**src/qfhp_pkg.sv**
```systemverilog
`default_nettype none
//------------------------------------------------------------------------------
// QUIC frame header parser - shared definitions
// Codes, frame type values, parse phases and the event record that passes
// from the parsing front end to the result emitter.
//------------------------------------------------------------------------------
package qfhp_pkg;

	localparam int CountBitsDef = 16;

	localparam int QDepth   = 4;
	localparam int QPtrBits = $clog2(QDepth);
	localparam int QCntBits = $clog2(QDepth + 1);

	localparam int VarintBits = 62;

	localparam logic [7:0] FtStreamLo      = 8'h08;
	localparam logic [7:0] FtStreamHi      = 8'h0F;
	localparam logic [7:0] FtMaxData       = 8'h10;
	localparam logic [7:0] FtMaxStreamData = 8'h11;

	// bit positions of the STREAM type flags (0x04, 0x02, 0x01)
	localparam int FlOff = 2;
	localparam int FlLen = 1;
	localparam int FlFin = 0;

	typedef logic [VarintBits-1:0] varint_t;

	typedef enum logic [1:0] {
		RkPayload  = 2'd0,
		RkComplete = 2'd1,
		RkError    = 2'd2
	} result_kind_t;

	typedef enum logic [1:0] {
		FkStream        = 2'd0,
		FkMaxData       = 2'd1,
		FkMaxStreamData = 2'd2
	} frame_kind_t;

	typedef enum logic [1:0] {
		ErrTrunc = 2'd0,
		ErrType  = 2'd1,
		ErrCount = 2'd2
	} err_code_t;

	typedef enum logic [3:0] {
		PhType    = 4'd0,
		PhSid     = 4'd1,
		PhOff     = 4'd2,
		PhLen     = 4'd3,
		PhPayload = 4'd4,
		PhFsid    = 4'd5,
		PhFval    = 4'd6,
		PhSkip    = 4'd7
	} phase_t;

	typedef struct packed {
		logic        pay;
		logic [7:0]  pay_byte;
		logic        close;
		logic        is_err;
		err_code_t   err_code;
		frame_kind_t kind;
		varint_t     ident;
		varint_t     value;
		logic        fin;
		varint_t     plen;
		logic [15:0] bytes;
	} event_t;

endpackage
`default_nettype wire

```
**src/qfhp_in_if.sv**
```systemverilog
`default_nettype none
//------------------------------------------------------------------------------
// QUIC frame header parser - byte channel
// Valid/ready channel carrying one buffer byte and its last-byte flag.
//------------------------------------------------------------------------------
interface qfhp_in_if;
	logic       valid;
	logic       ready;
	logic [7:0] data_byte;
	logic       last_byte;

	modport source (output valid, output data_byte, output last_byte, input ready);
	modport sink   (input valid, input data_byte, input last_byte, output ready);
endinterface
`default_nettype wire

```
**src/qfhp_out_if.sv**
```systemverilog
`default_nettype none
//------------------------------------------------------------------------------
// QUIC frame header parser - result channel
// Valid/ready channel carrying one result item.
//------------------------------------------------------------------------------
interface qfhp_out_if;
	logic        valid;
	logic        ready;
	logic [1:0]  result_kind;
	logic [7:0]  payload_byte;
	logic [1:0]  frame_kind;
	logic [61:0] stream_ident;
	logic [61:0] field_value;
	logic        fin_flag;
	logic [61:0] payload_length;
	logic [15:0] bytes_consumed;
	logic [1:0]  error_code;
	logic        run_end;

	modport source (
		output valid, input ready,
		output result_kind, output payload_byte, output frame_kind, output stream_ident,
		output field_value, output fin_flag, output payload_length, output bytes_consumed,
		output error_code, output run_end
	);
	modport sink (
		input valid, output ready,
		input result_kind, input payload_byte, input frame_kind, input stream_ident,
		input field_value, input fin_flag, input payload_length, input bytes_consumed,
		input error_code, input run_end
	);
endinterface
`default_nettype wire

```
**src/qfhp_front.sv**
```systemverilog
`default_nettype none
//------------------------------------------------------------------------------
// QUIC frame header parser - front end
// Accepts buffer bytes, decodes varints and frame fields, and turns each byte
// that carries payload or closes the frame into an event for the queue.
//------------------------------------------------------------------------------
module qfhp_front #(
	parameter int COUNT_BITS = qfhp_pkg::CountBitsDef
) (
	input  wire logic            clk,
	input  wire logic            arst_n,
	qfhp_in_if.sink              data,
	output      logic            push,
	output      qfhp_pkg::event_t ev,
	input  wire logic            full
);
	import qfhp_pkg::*;

	localparam logic [COUNT_BITS-1:0] CountMax     = '1;
	localparam logic [62:0]           CountMaxWide = 63'(CountMax);

	phase_t                phase_q;
	varint_t               accum_q;
	logic [2:0]            left_q;
	logic [2:0]            flags_q;
	frame_kind_t           kind_q;
	varint_t               ident_q;
	varint_t               value_q;
	varint_t               plen_q;
	logic [COUNT_BITS-1:0] bc_q;

	phase_t                ph_n;
	varint_t               acc_n;
	logic [2:0]            left_n;
	logic [2:0]            flags_n;
	frame_kind_t           kind_n;
	varint_t               ident_n;
	varint_t               value_n;
	varint_t               plen_n;
	logic [COUNT_BITS-1:0] bc_n;
	logic [62:0]           len_sum;

	logic      accept;
	logic      last;
	logic      ev_pay;
	logic      ev_close;
	logic      close_err;
	err_code_t err_code;

	assign data.ready = !full;
	assign accept     = data.valid && data.ready;
	assign last       = data.last_byte;
	assign len_sum    = 63'(acc_n) + 63'(bc_n);

	// byte decode
	always_comb begin
		ev_pay    = 1'b0;
		ev_close  = 1'b0;
		close_err = 1'b0;
		err_code  = ErrTrunc;
		ph_n      = phase_q;
		acc_n     = accum_q;
		left_n    = left_q;
		flags_n   = flags_q;
		kind_n    = kind_q;
		ident_n   = ident_q;
		value_n   = value_q;
		plen_n    = plen_q;
		bc_n      = bc_q;
		if (phase_q != PhSkip) begin
			if (bc_q == CountMax) begin
				ev_close  = 1'b1;
				close_err = 1'b1;
				err_code  = ErrCount;
			end else begin
				bc_n = bc_q + COUNT_BITS'(1);
				if (phase_q == PhPayload) begin
					ev_pay = 1'b1;
					plen_n = plen_q + 62'd1;
					if (flags_q[FlLen] && plen_n == accum_q) begin
						ev_close = 1'b1;
					end else if (last) begin
						ev_close  = 1'b1;
						close_err = flags_q[FlLen];
					end
				end else begin
					if (left_q == 3'd0) begin
						acc_n  = 62'(data.data_byte[5:0]);
						left_n = 3'((4'd1 << data.data_byte[7:6]) - 4'd1);
					end else begin
						acc_n  = {accum_q[53:0], data.data_byte};
						left_n = left_q - 3'd1;
					end
					if (left_n != 3'd0) begin
						if (last) begin
							ev_close  = 1'b1;
							close_err = 1'b1;
						end
					end else begin
						unique case (phase_q)
							PhType: begin
								if (acc_n >= 62'(FtStreamLo) && acc_n <= 62'(FtStreamHi)) begin
									kind_n  = FkStream;
									flags_n = acc_n[2:0];
									ph_n    = PhSid;
								end else if (acc_n == 62'(FtMaxData)) begin
									kind_n = FkMaxData;
									ph_n   = PhFval;
								end else if (acc_n == 62'(FtMaxStreamData)) begin
									kind_n = FkMaxStreamData;
									ph_n   = PhFsid;
								end else begin
									ev_close  = 1'b1;
									close_err = 1'b1;
									err_code  = ErrType;
								end
							end
							PhSid: begin
								ident_n = acc_n;
								ph_n    = flags_q[FlOff] ? PhOff :
								          (flags_q[FlLen] ? PhLen : PhPayload);
							end
							PhOff: begin
								value_n = acc_n;
								ph_n    = flags_q[FlLen] ? PhLen : PhPayload;
							end
							PhLen: begin
								if (len_sum > CountMaxWide) begin
									ev_close  = 1'b1;
									close_err = 1'b1;
									err_code  = ErrCount;
								end else if (acc_n == 62'd0) begin
									ev_close = 1'b1;
								end else begin
									ph_n = PhPayload;
								end
							end
							PhFsid: begin
								ident_n = acc_n;
								ph_n    = PhFval;
							end
							PhFval: begin
								value_n  = acc_n;
								ev_close = 1'b1;
							end
							default: begin
							end
						endcase
						if (!ev_close && last) begin
							ev_close  = 1'b1;
							close_err = !(ph_n == PhPayload && !flags_n[FlLen]);
						end
					end
				end
			end
		end
	end

	// event output
	always_comb begin
		push        = accept && (ev_pay || ev_close);
		ev.pay      = ev_pay;
		ev.pay_byte = data.data_byte;
		ev.close    = ev_close;
		ev.is_err   = close_err;
		ev.err_code = err_code;
		ev.kind     = kind_n;
		ev.ident    = ident_n;
		ev.value    = value_n;
		ev.fin      = (kind_n == FkStream) ? flags_n[FlFin] : 1'b0;
		ev.plen     = (kind_n == FkStream) ? plen_n : '0;
		ev.bytes    = 16'(bc_n);
	end

	// next state
	always_ff @(posedge clk or negedge arst_n) begin
		if (!arst_n) begin
			phase_q <= PhType;
			accum_q <= '0;
			left_q  <= '0;
			flags_q <= '0;
			kind_q  <= FkStream;
			ident_q <= '0;
			value_q <= '0;
			plen_q  <= '0;
			bc_q    <= '0;
		end else if (accept) begin
			if ((phase_q == PhSkip || ev_close) && last) begin
				phase_q <= PhType;
				accum_q <= '0;
				left_q  <= '0;
				flags_q <= '0;
				kind_q  <= FkStream;
				ident_q <= '0;
				value_q <= '0;
				plen_q  <= '0;
				bc_q    <= '0;
			end else if (ev_close) begin
				phase_q <= PhSkip;
			end else if (phase_q != PhSkip) begin
				phase_q <= ph_n;
				accum_q <= acc_n;
				left_q  <= left_n;
				flags_q <= flags_n;
				kind_q  <= kind_n;
				ident_q <= ident_n;
				value_q <= value_n;
				plen_q  <= plen_n;
				bc_q    <= bc_n;
			end
		end
	end

	a_skip_silent: assert property (@(posedge clk) disable iff (!arst_n)
		(accept && phase_q == PhSkip) |-> !push)
		else $error("item pushed while skipping the frame tail");

	a_len_bound: assert property (@(posedge clk) disable iff (!arst_n)
		(phase_q == PhPayload && flags_q[FlLen]) |-> (plen_q < accum_q))
		else $error("payload count reached declared length without closing");

endmodule
`default_nettype wire

```
**src/qfhp_queue.sv**
```systemverilog
`default_nettype none
//------------------------------------------------------------------------------
// QUIC frame header parser - event queue
// Short FIFO between the parsing front end and the result emitter.
//------------------------------------------------------------------------------
module qfhp_queue (
	input  wire logic             clk,
	input  wire logic             arst_n,
	input  wire logic             push,
	input  wire qfhp_pkg::event_t push_ev,
	output      logic             full,
	output      logic             q_valid,
	output      qfhp_pkg::event_t q_ev,
	input  wire logic             pop
);
	import qfhp_pkg::*;

	event_t               mem_q [QDepth];
	logic [QPtrBits-1:0]  wr_q;
	logic [QPtrBits-1:0]  rd_q;
	logic [QCntBits-1:0]  count_q;

	assign full    = (count_q == QCntBits'(QDepth));
	assign q_valid = (count_q != '0);
	assign q_ev    = mem_q[rd_q];

	always_ff @(posedge clk) begin
		if (push) begin
			mem_q[wr_q] <= push_ev;
		end
	end

	always_ff @(posedge clk or negedge arst_n) begin
		if (!arst_n) begin
			wr_q    <= '0;
			rd_q    <= '0;
			count_q <= '0;
		end else begin
			if (push) begin
				wr_q <= wr_q + QPtrBits'(1);
			end
			if (pop) begin
				rd_q <= rd_q + QPtrBits'(1);
			end
			if (push && !pop) begin
				count_q <= count_q + QCntBits'(1);
			end else if (pop && !push) begin
				count_q <= count_q - QCntBits'(1);
			end
		end
	end

	a_no_overfill: assert property (@(posedge clk) disable iff (!arst_n)
		count_q <= QCntBits'(QDepth))
		else $error("queue count beyond depth");

	a_pop_nonempty: assert property (@(posedge clk) disable iff (!arst_n)
		pop |-> q_valid)
		else $error("pop from empty queue");

endmodule
`default_nettype wire

```
**src/qfhp_back.sv**
```systemverilog
`default_nettype none
//------------------------------------------------------------------------------
// QUIC frame header parser - result emitter
// Holds one event and sends its payload item and closing item in turn.
//------------------------------------------------------------------------------
module qfhp_back (
	input  wire logic             clk,
	input  wire logic             arst_n,
	input  wire logic             q_valid,
	input  wire qfhp_pkg::event_t q_ev,
	output      logic             pop,
	qfhp_out_if.source            result
);
	import qfhp_pkg::*;

	event_t ev_q;
	logic   pay_q;
	logic   cls_q;
	logic   fire;
	logic   free_next;

	assign fire      = result.valid && result.ready;
	assign free_next = !(pay_q || cls_q) || (fire && !(pay_q && cls_q));
	assign pop       = q_valid && free_next;

	always_ff @(posedge clk) begin
		if (pop) begin
			ev_q <= q_ev;
		end
	end

	always_ff @(posedge clk or negedge arst_n) begin
		if (!arst_n) begin
			pay_q <= 1'b0;
			cls_q <= 1'b0;
		end else if (pop) begin
			pay_q <= q_ev.pay;
			cls_q <= q_ev.close;
		end else if (fire) begin
			if (pay_q) begin
				pay_q <= 1'b0;
			end else begin
				cls_q <= 1'b0;
			end
		end
	end

	always_comb begin
		result.valid          = pay_q || cls_q;
		result.result_kind    = RkPayload;
		result.payload_byte   = '0;
		result.frame_kind     = FkStream;
		result.stream_ident   = '0;
		result.field_value    = '0;
		result.fin_flag       = 1'b0;
		result.payload_length = '0;
		result.bytes_consumed = '0;
		result.error_code     = ErrTrunc;
		result.run_end        = 1'b1;
		if (pay_q) begin
			result.payload_byte = ev_q.pay_byte;
			result.run_end      = !cls_q;
		end else if (ev_q.is_err) begin
			result.result_kind = RkError;
			result.error_code  = ev_q.err_code;
		end else begin
			result.result_kind    = RkComplete;
			result.frame_kind     = ev_q.kind;
			result.stream_ident   = ev_q.ident;
			result.field_value    = ev_q.value;
			result.fin_flag       = ev_q.fin;
			result.payload_length = ev_q.plen;
			result.bytes_consumed = ev_q.bytes;
		end
	end

	a_close_follows: assert property (@(posedge clk) disable iff (!arst_n)
		(fire && pay_q && cls_q) |=> (result.valid && cls_q && !pay_q))
		else $error("closing item lost after payload item");

endmodule
`default_nettype wire

```
**src/quic_frame_header_parser.sv**
```systemverilog
`default_nettype none
//------------------------------------------------------------------------------
// QUIC frame header parser
// Parses the first QUIC frame of a byte-serial buffer and emits payload and
// closing result items.
//------------------------------------------------------------------------------
// Takes one buffer byte per cycle on data and keeps that rate for as long as
// results are drained. Each byte is parsed in the front end in the cycle it
// is accepted and any event it gives enters a four-entry queue at that edge;
// the emitter loads the event from the queue into its own register once it
// is free, and the byte's first result is presented from that register.
// A byte that both carries the final payload byte and closes the frame gives
// two items, which the emitter sends in turn, payload first, while the queue
// keeps taking bytes; data.ready drops only when the queue is full. A frame
// byte beyond 2^COUNT_BITS - 1 closes the frame with a byte count error, and
// bytes_consumed gives the low 16 bits of the count. No clearing pass after
// reset.
//------------------------------------------------------------------------------
module quic_frame_header_parser #(
	parameter int COUNT_BITS = qfhp_pkg::CountBitsDef
) (
	input  wire logic  clk,
	input  wire logic  arst_n,
	qfhp_in_if.sink    data,
	qfhp_out_if.source result
);
	import qfhp_pkg::*;

	logic   push;
	event_t push_ev;
	logic   full;
	logic   q_valid;
	event_t q_ev;
	logic   pop;

	qfhp_front #(
		.COUNT_BITS (COUNT_BITS)
	) u_front (
		.clk    (clk),
		.arst_n (arst_n),
		.data   (data),
		.push   (push),
		.ev     (push_ev),
		.full   (full)
	);

	qfhp_queue u_queue (
		.clk     (clk),
		.arst_n  (arst_n),
		.push    (push),
		.push_ev (push_ev),
		.full    (full),
		.q_valid (q_valid),
		.q_ev    (q_ev),
		.pop     (pop)
	);

	qfhp_back u_back (
		.clk     (clk),
		.arst_n  (arst_n),
		.q_valid (q_valid),
		.q_ev    (q_ev),
		.pop     (pop),
		.result  (result)
	);

endmodule
`default_nettype wire

```
**src/flat_wrapper.sv**
```systemverilog
// flat-port wrapper written by rule: the top's interface ports become plain ports
module quic_frame_header_parser_flat import qfhp_pkg::*;
#(
	parameter int COUNT_BITS = qfhp_pkg::CountBitsDef
)
  (clk, arst_n, data_valid, data_data_byte, data_last_byte, data_ready, result_valid, result_ready, result_result_kind, result_payload_byte, result_frame_kind, result_stream_ident, result_field_value, result_fin_flag, result_payload_length, result_bytes_consumed, result_error_code, result_run_end);
  qfhp_in_if data_i ();
  qfhp_out_if result_i ();
  input  wire logic clk;
  input  wire logic arst_n;
  input wire logic [$bits(data_i.valid)-1:0] data_valid;
  input wire logic [$bits(data_i.data_byte)-1:0] data_data_byte;
  input wire logic [$bits(data_i.last_byte)-1:0] data_last_byte;
  output wire logic [$bits(data_i.ready)-1:0] data_ready;
  output wire logic [$bits(result_i.valid)-1:0] result_valid;
  input wire logic [$bits(result_i.ready)-1:0] result_ready;
  output wire logic [$bits(result_i.result_kind)-1:0] result_result_kind;
  output wire logic [$bits(result_i.payload_byte)-1:0] result_payload_byte;
  output wire logic [$bits(result_i.frame_kind)-1:0] result_frame_kind;
  output wire logic [$bits(result_i.stream_ident)-1:0] result_stream_ident;
  output wire logic [$bits(result_i.field_value)-1:0] result_field_value;
  output wire logic [$bits(result_i.fin_flag)-1:0] result_fin_flag;
  output wire logic [$bits(result_i.payload_length)-1:0] result_payload_length;
  output wire logic [$bits(result_i.bytes_consumed)-1:0] result_bytes_consumed;
  output wire logic [$bits(result_i.error_code)-1:0] result_error_code;
  output wire logic [$bits(result_i.run_end)-1:0] result_run_end;
  assign data_i.valid = data_valid;
  assign data_i.data_byte = data_data_byte;
  assign data_i.last_byte = data_last_byte;
  assign data_ready = data_i.ready;
  assign result_valid = result_i.valid;
  assign result_i.ready = result_ready;
  assign result_result_kind = result_i.result_kind;
  assign result_payload_byte = result_i.payload_byte;
  assign result_frame_kind = result_i.frame_kind;
  assign result_stream_ident = result_i.stream_ident;
  assign result_field_value = result_i.field_value;
  assign result_fin_flag = result_i.fin_flag;
  assign result_payload_length = result_i.payload_length;
  assign result_bytes_consumed = result_i.bytes_consumed;
  assign result_error_code = result_i.error_code;
  assign result_run_end = result_i.run_end;
  quic_frame_header_parser #(.COUNT_BITS(COUNT_BITS)) u_core (.clk(clk), .arst_n(arst_n), .data(data_i), .result(result_i));
endmodule
```
**config.mk**
```make
export PLATFORM = sky130hd
export DESIGN_NAME = quic_frame_header_parser_flat
export DESIGN_NICKNAME = d
export VERILOG_FILES = /design/src/qfhp_pkg.sv /design/src/qfhp_in_if.sv /design/src/qfhp_out_if.sv /design/src/qfhp_front.sv /design/src/qfhp_queue.sv /design/src/qfhp_back.sv /design/src/quic_frame_header_parser.sv /design/src/flat_wrapper.sv
export SDC_FILE = /design/constraint.sdc
export NUM_CORES = 2
export LEC_CHECK = 0
export ABC_CLOCK_PERIOD_IN_PS = 31100
export BUFFER_PORTS_ARGS = -buffer_cell sky130_fd_sc_hd__buf_2
export CAP_MARGIN = 10
export CORE_UTILIZATION = 50
export DETAILED_ROUTE_END_ITERATION = 6
export PLACE_DENSITY = 0.7
export SLEW_MARGIN = 10
export SYNTH_ARGS = -nofsm -noshare
export SYNTH_HDL_FRONTEND = slang
export SYNTH_SLANG_ARGS = --single-unit
export TNS_END_PERCENT = 30
```
**constraint.sdc**
```tcl
create_clock -name clk -period 31.1 [get_ports clk]
set_input_delay 4.665 -clock clk [delete_from_list [all_inputs] [get_ports clk]]
set_output_delay 4.665 -clock clk [all_outputs]
set_load 0.02 [all_outputs]
```
==> impl_metrics.toml <==
[synthesis]
netlist_area_um2 = 60100
synth_mux_area_frac = 0.0895
netlist_instances = 4138
synth-compound-area-share = 0.0833
synth_seq_area_share = 0.662
syn_avg_cell_area_um2 = 14.5
synth_top_family_by_area = "simple AND/OR/NAND/NOR gates"
synth-edff-count = 1088
syn-num-nets = 4178
ys_types = 94
yosys_most_used_dff = "edfxtp_1"
ys_ff_latch = 1373
async_reset_ff_frac = 0.208
yosysWarnings = 0
synth-simple-area-share = 0.104
synth_xor_area_frac = 0.0289
synth_fa_ha_area_frac = 0.00587

[clocking]
cts_resized = 0
cts_sinks = 1373
cts_setup_buffers = 0
ctsHoldBuffers = 0
clock_latency_ns = 0.77
cts-root-buf = "clkbuf_16"
cts.htree.levels = 4
cts_tree = "done"
cts_buffers = 142
clk_pin_slew_ns = 0.06
cts_buffer_depth = 3

[floorplan]
core_area_um2 = 119000
io_pins = 233
num_rows = 126
die_width_um = 349
dieArea_um2 = 122000
start_util = 0.507
die_y_um = 349

[setup_path]
worst-path-buf-inv = 5
max_stage_delay_ns = 0.77
cp_cell_sequence = "buf_2, buf_4, mux2i_1, inv_1, ha_1, a211o_1, o2111ai_1, a211o_1, a221oi_2, nand4_1, xnor2_1, a21oi_1, o211a_1, and4b_1, a21o_1, and2_1, o22ai_4, and2_4, buf_4, buf_4"
critPathLaunchType = "primary input"
critPathArrivalTime_ns = 10.89
path_common_cell = "buf_4"
crit_type = "primary input to flop"
critical_path.top_delay_family = "compound AO/OA/AOI/OAI gates"
cp_data_required_time_ns = 31.48
cp_slowest_cell = "buf_4"
cp_max_fo = 58
cp-end-kind = "flop"

[sta]
fin_crit_sh = 0.338
worst_pin_slew_ns = 1.20
rsz0062_at_grt = "false"
slew_violations = 0
fmax_mhz = 95.1
setup_viol = 0
fin_crit_ns = 10.52
tns_ns = 0
hold_violations = 0
fin_skew_ns = 0.0509
relSlewSlack = 0.200

[place]
portBuffers = 232
dpl_cell_area_um2 = 62400
place.gp.congestion = 0.985
placedCellCount = 5711
dp_hpwl_um = 101000

[min_path]
hold_path.class = "flop to flop"

[pwr]
power.density_nw_per_um2 = 86.4
p_sw_mw = 1.87
power.internal_mw = 3.93
peakVddDrop_v = 0.0000964
p_leak_nw = 24.1
p_seq_frac = 0.444
p_comb_frac = 0.265
power.total_mw = 5.80
power_switching_share = 0.322
power_frac_clock = 0.291

[global_route]
grt_max_degree = 170
grt_pass1_wl_um = 236000
grt_antenna_before_repair = 2
gr-total-overflow = 0
grt_use_total = 0.259
first_global_vias = 35981

[route]
drt-wirelength-per-cell_um = 26.2
drc = 0
drtPass1Iterations = 6
drt_wl_total_um = 157000
via_per_inst = 6.15
detail_route.iter0.violations = 3761
ant_nets = 0
vias = 36734

[job]
max_cap_violations = 0

[finish]
fin_nets = 4295
layout_commonest_cell = "edfxtp_1"
drive_above_1_share = 0.183
syn2layout_area_growth_pct = 11.7
fillerInstances = 9384
final_cell_mix = "1,088 x edfxtp_1, 362 x nand2_1, 283 x dfrtp_1, 231 x buf_2, 230 x and2_1"
fin_area_um2 = 67100
layoutNonFillerInstCount = 5977

[run_status]
outcome = "finished clean"
[power groups by stage]
| stage | logic [mW] | clock network (mW) | registers [mW] |
|---|---|---|---|
| 4_1_cts | 1.56 | 1.72 | 2.58 |
| 2_1_floorplan | 1.10 | 0 | 2.58 |
| 3_5_place_dp | 1.56 | 0 | 2.61 |
| 5_1_grt | 1.65 | 1.79 | 2.60 |
| 6_report | 1.54 | 1.69 | 2.57 |
| 3_3_place_gp | 1.55 | 0 | 2.60 |
[through the flow]
step | utilization | hold slack [ns] | setup WS [ns]
3_3_place_gp | 0.526 | 0.476 | 19.85
2_1_floorplan | - | 0.460 | 17.95
4_1_cts | 0.566 | 0.497 | 20.62
6_report | 0.566 | 0.492 | 20.58
3_5_place_dp | 0.526 | 0.478 | 19.81
5_1_grt | 0.566 | 0.510 | 20.17
[kinds of logic after synthesis]
group	after synthesis
AOI/OAI and AO/OA	709
xor gates and xnor gates	198
adders and majority gates	27
buffers and inverters	352
DFF	1373
muxes	263
and+or+nand+nor	1216
[path summary, 6_finish.rpt]
check | startpoint | end | slack, ns | depth (start not counted)
setup reg to reg | u_core.u_front.phase_q[2] | u_core.u_queue.mem_q[1][163] | 21.89 | 20
max in group asynchronous | arst_n | u_core.u_queue.rd_q[1] | 25.65 | 2
hold reg to reg | u_core.u_front.value_q[5] | u_core.u_front.value_q[5] | 0.49 | 1
hold / removal | u_core.u_front.value_q[5] | u_core.u_front.value_q[5] | 0.49 | 1
setup / recovery | data_data_byte[1] | u_core.u_queue.mem_q[1][163] | 20.58 | 20
min in group asynchronous | arst_n | u_core.u_front.value_q[51] | 3.89 | 1
[sequential cells by signal, indices dropped and copies added (netlist names), 3 cells and up]
signal and count:
u_core.u_queue.mem_q 872, u_core.u_back.ev_q 216, u_core.u_front.accum_q 62, u_core.u_front.ident_q 62, u_core.u_front.plen_q 62, u_core.u_front.value_q 62, u_core.u_front.bc_q 16, u_core.u_front.phase_q 4
u_core.u_front.flags_q 3, u_core.u_front.left_q 3, u_core.u_queue.count_q 3
[layout make-up]
type	count	area (um2)	area share
Antenna cell	1	2.50	0.0000373
Clock buffer	198	3990	0.0594
Clock inverter	67	706	0.0105
Inverter	32	128	0.00190
Multi-Input combinational cell	2413	18800	0.280
Sequential cell	1373	39800	0.593
Tap cell	1600	2000	0.0298
Timing Repair Buffer	293	1690	0.0252
[worst reg2reg max path, delay by kind of cell (launching register included)]
kind | cells | cell delay (ns)
compound gates | 7 | 2.11
buf+inv | 3 | 2.45
fa+ha+maj | 1 | 0.44
simple gates | 8 | 3.01
flops | 1 | 0.55
xor+xnor | 1 | 0.19
[cell usage after synthesis, types with 6 or more instances]
library cell,count,share of area
a31oi_1,23,0.0024
mux4_2,218,0.082
a22o_1,161,0.023
or2_2,12,0.0012
clkbuf_1,177,0.011
buf_4,13,0.0016
o21ai_1,7,0.00058
nor2_1,195,0.012
o31ai_1,42,0.0052
o41ai_1,7,0.0010
inv_1,30,0.0019
o22ai_1,7,0.00073
and2_1,234,0.024
xor2_1,68,0.0099
nor2b_1,11,0.0011
a211oi_1,9,0.0011
o21a_1,9,0.0011
or4_1,14,0.0017
nor4_1,52,0.0054
mux2_2,17,0.0032
buf_6,14,0.0026
a31o_2,7,0.0010
buf_1,40,0.0025
and4_1,15,0.0022
nor3_1,71,0.0059
mux2i_1,28,0.0047
nand2b_1,11,0.0011
o21ai_0,205,0.017
a21oi_1,63,0.0052
nand3_1,95,0.0079
o211ai_1,72,0.0090
ha_1,25,0.0052
nor4_2,7,0.0015
xnor2_1,130,0.019
nand2_1,364,0.023
edfxtp_1,1088,0.54
and3_1,23,0.0024
or3_1,17,0.0018
o2bb2ai_1,25,0.0036
a211o_1,6,0.00087
buf_2,75,0.0062
nand4_1,64,0.0067
o2111ai_1,6,0.00087
dfrtp_1,285,0.12
[routing by layer]
layer | vias up | track usage | part of all wire
li1 | 16152 | - | -
met1 | 18901 | 0.380 | 0.44
met2 | 1424 | 0.395 | 0.46
met3 | 255 | 0.0465 | 0.069
met4 | 2 | 0.0785 | 0.026
met5 | - | 0 | 0.000083
(Power assumes the default switching activity.)
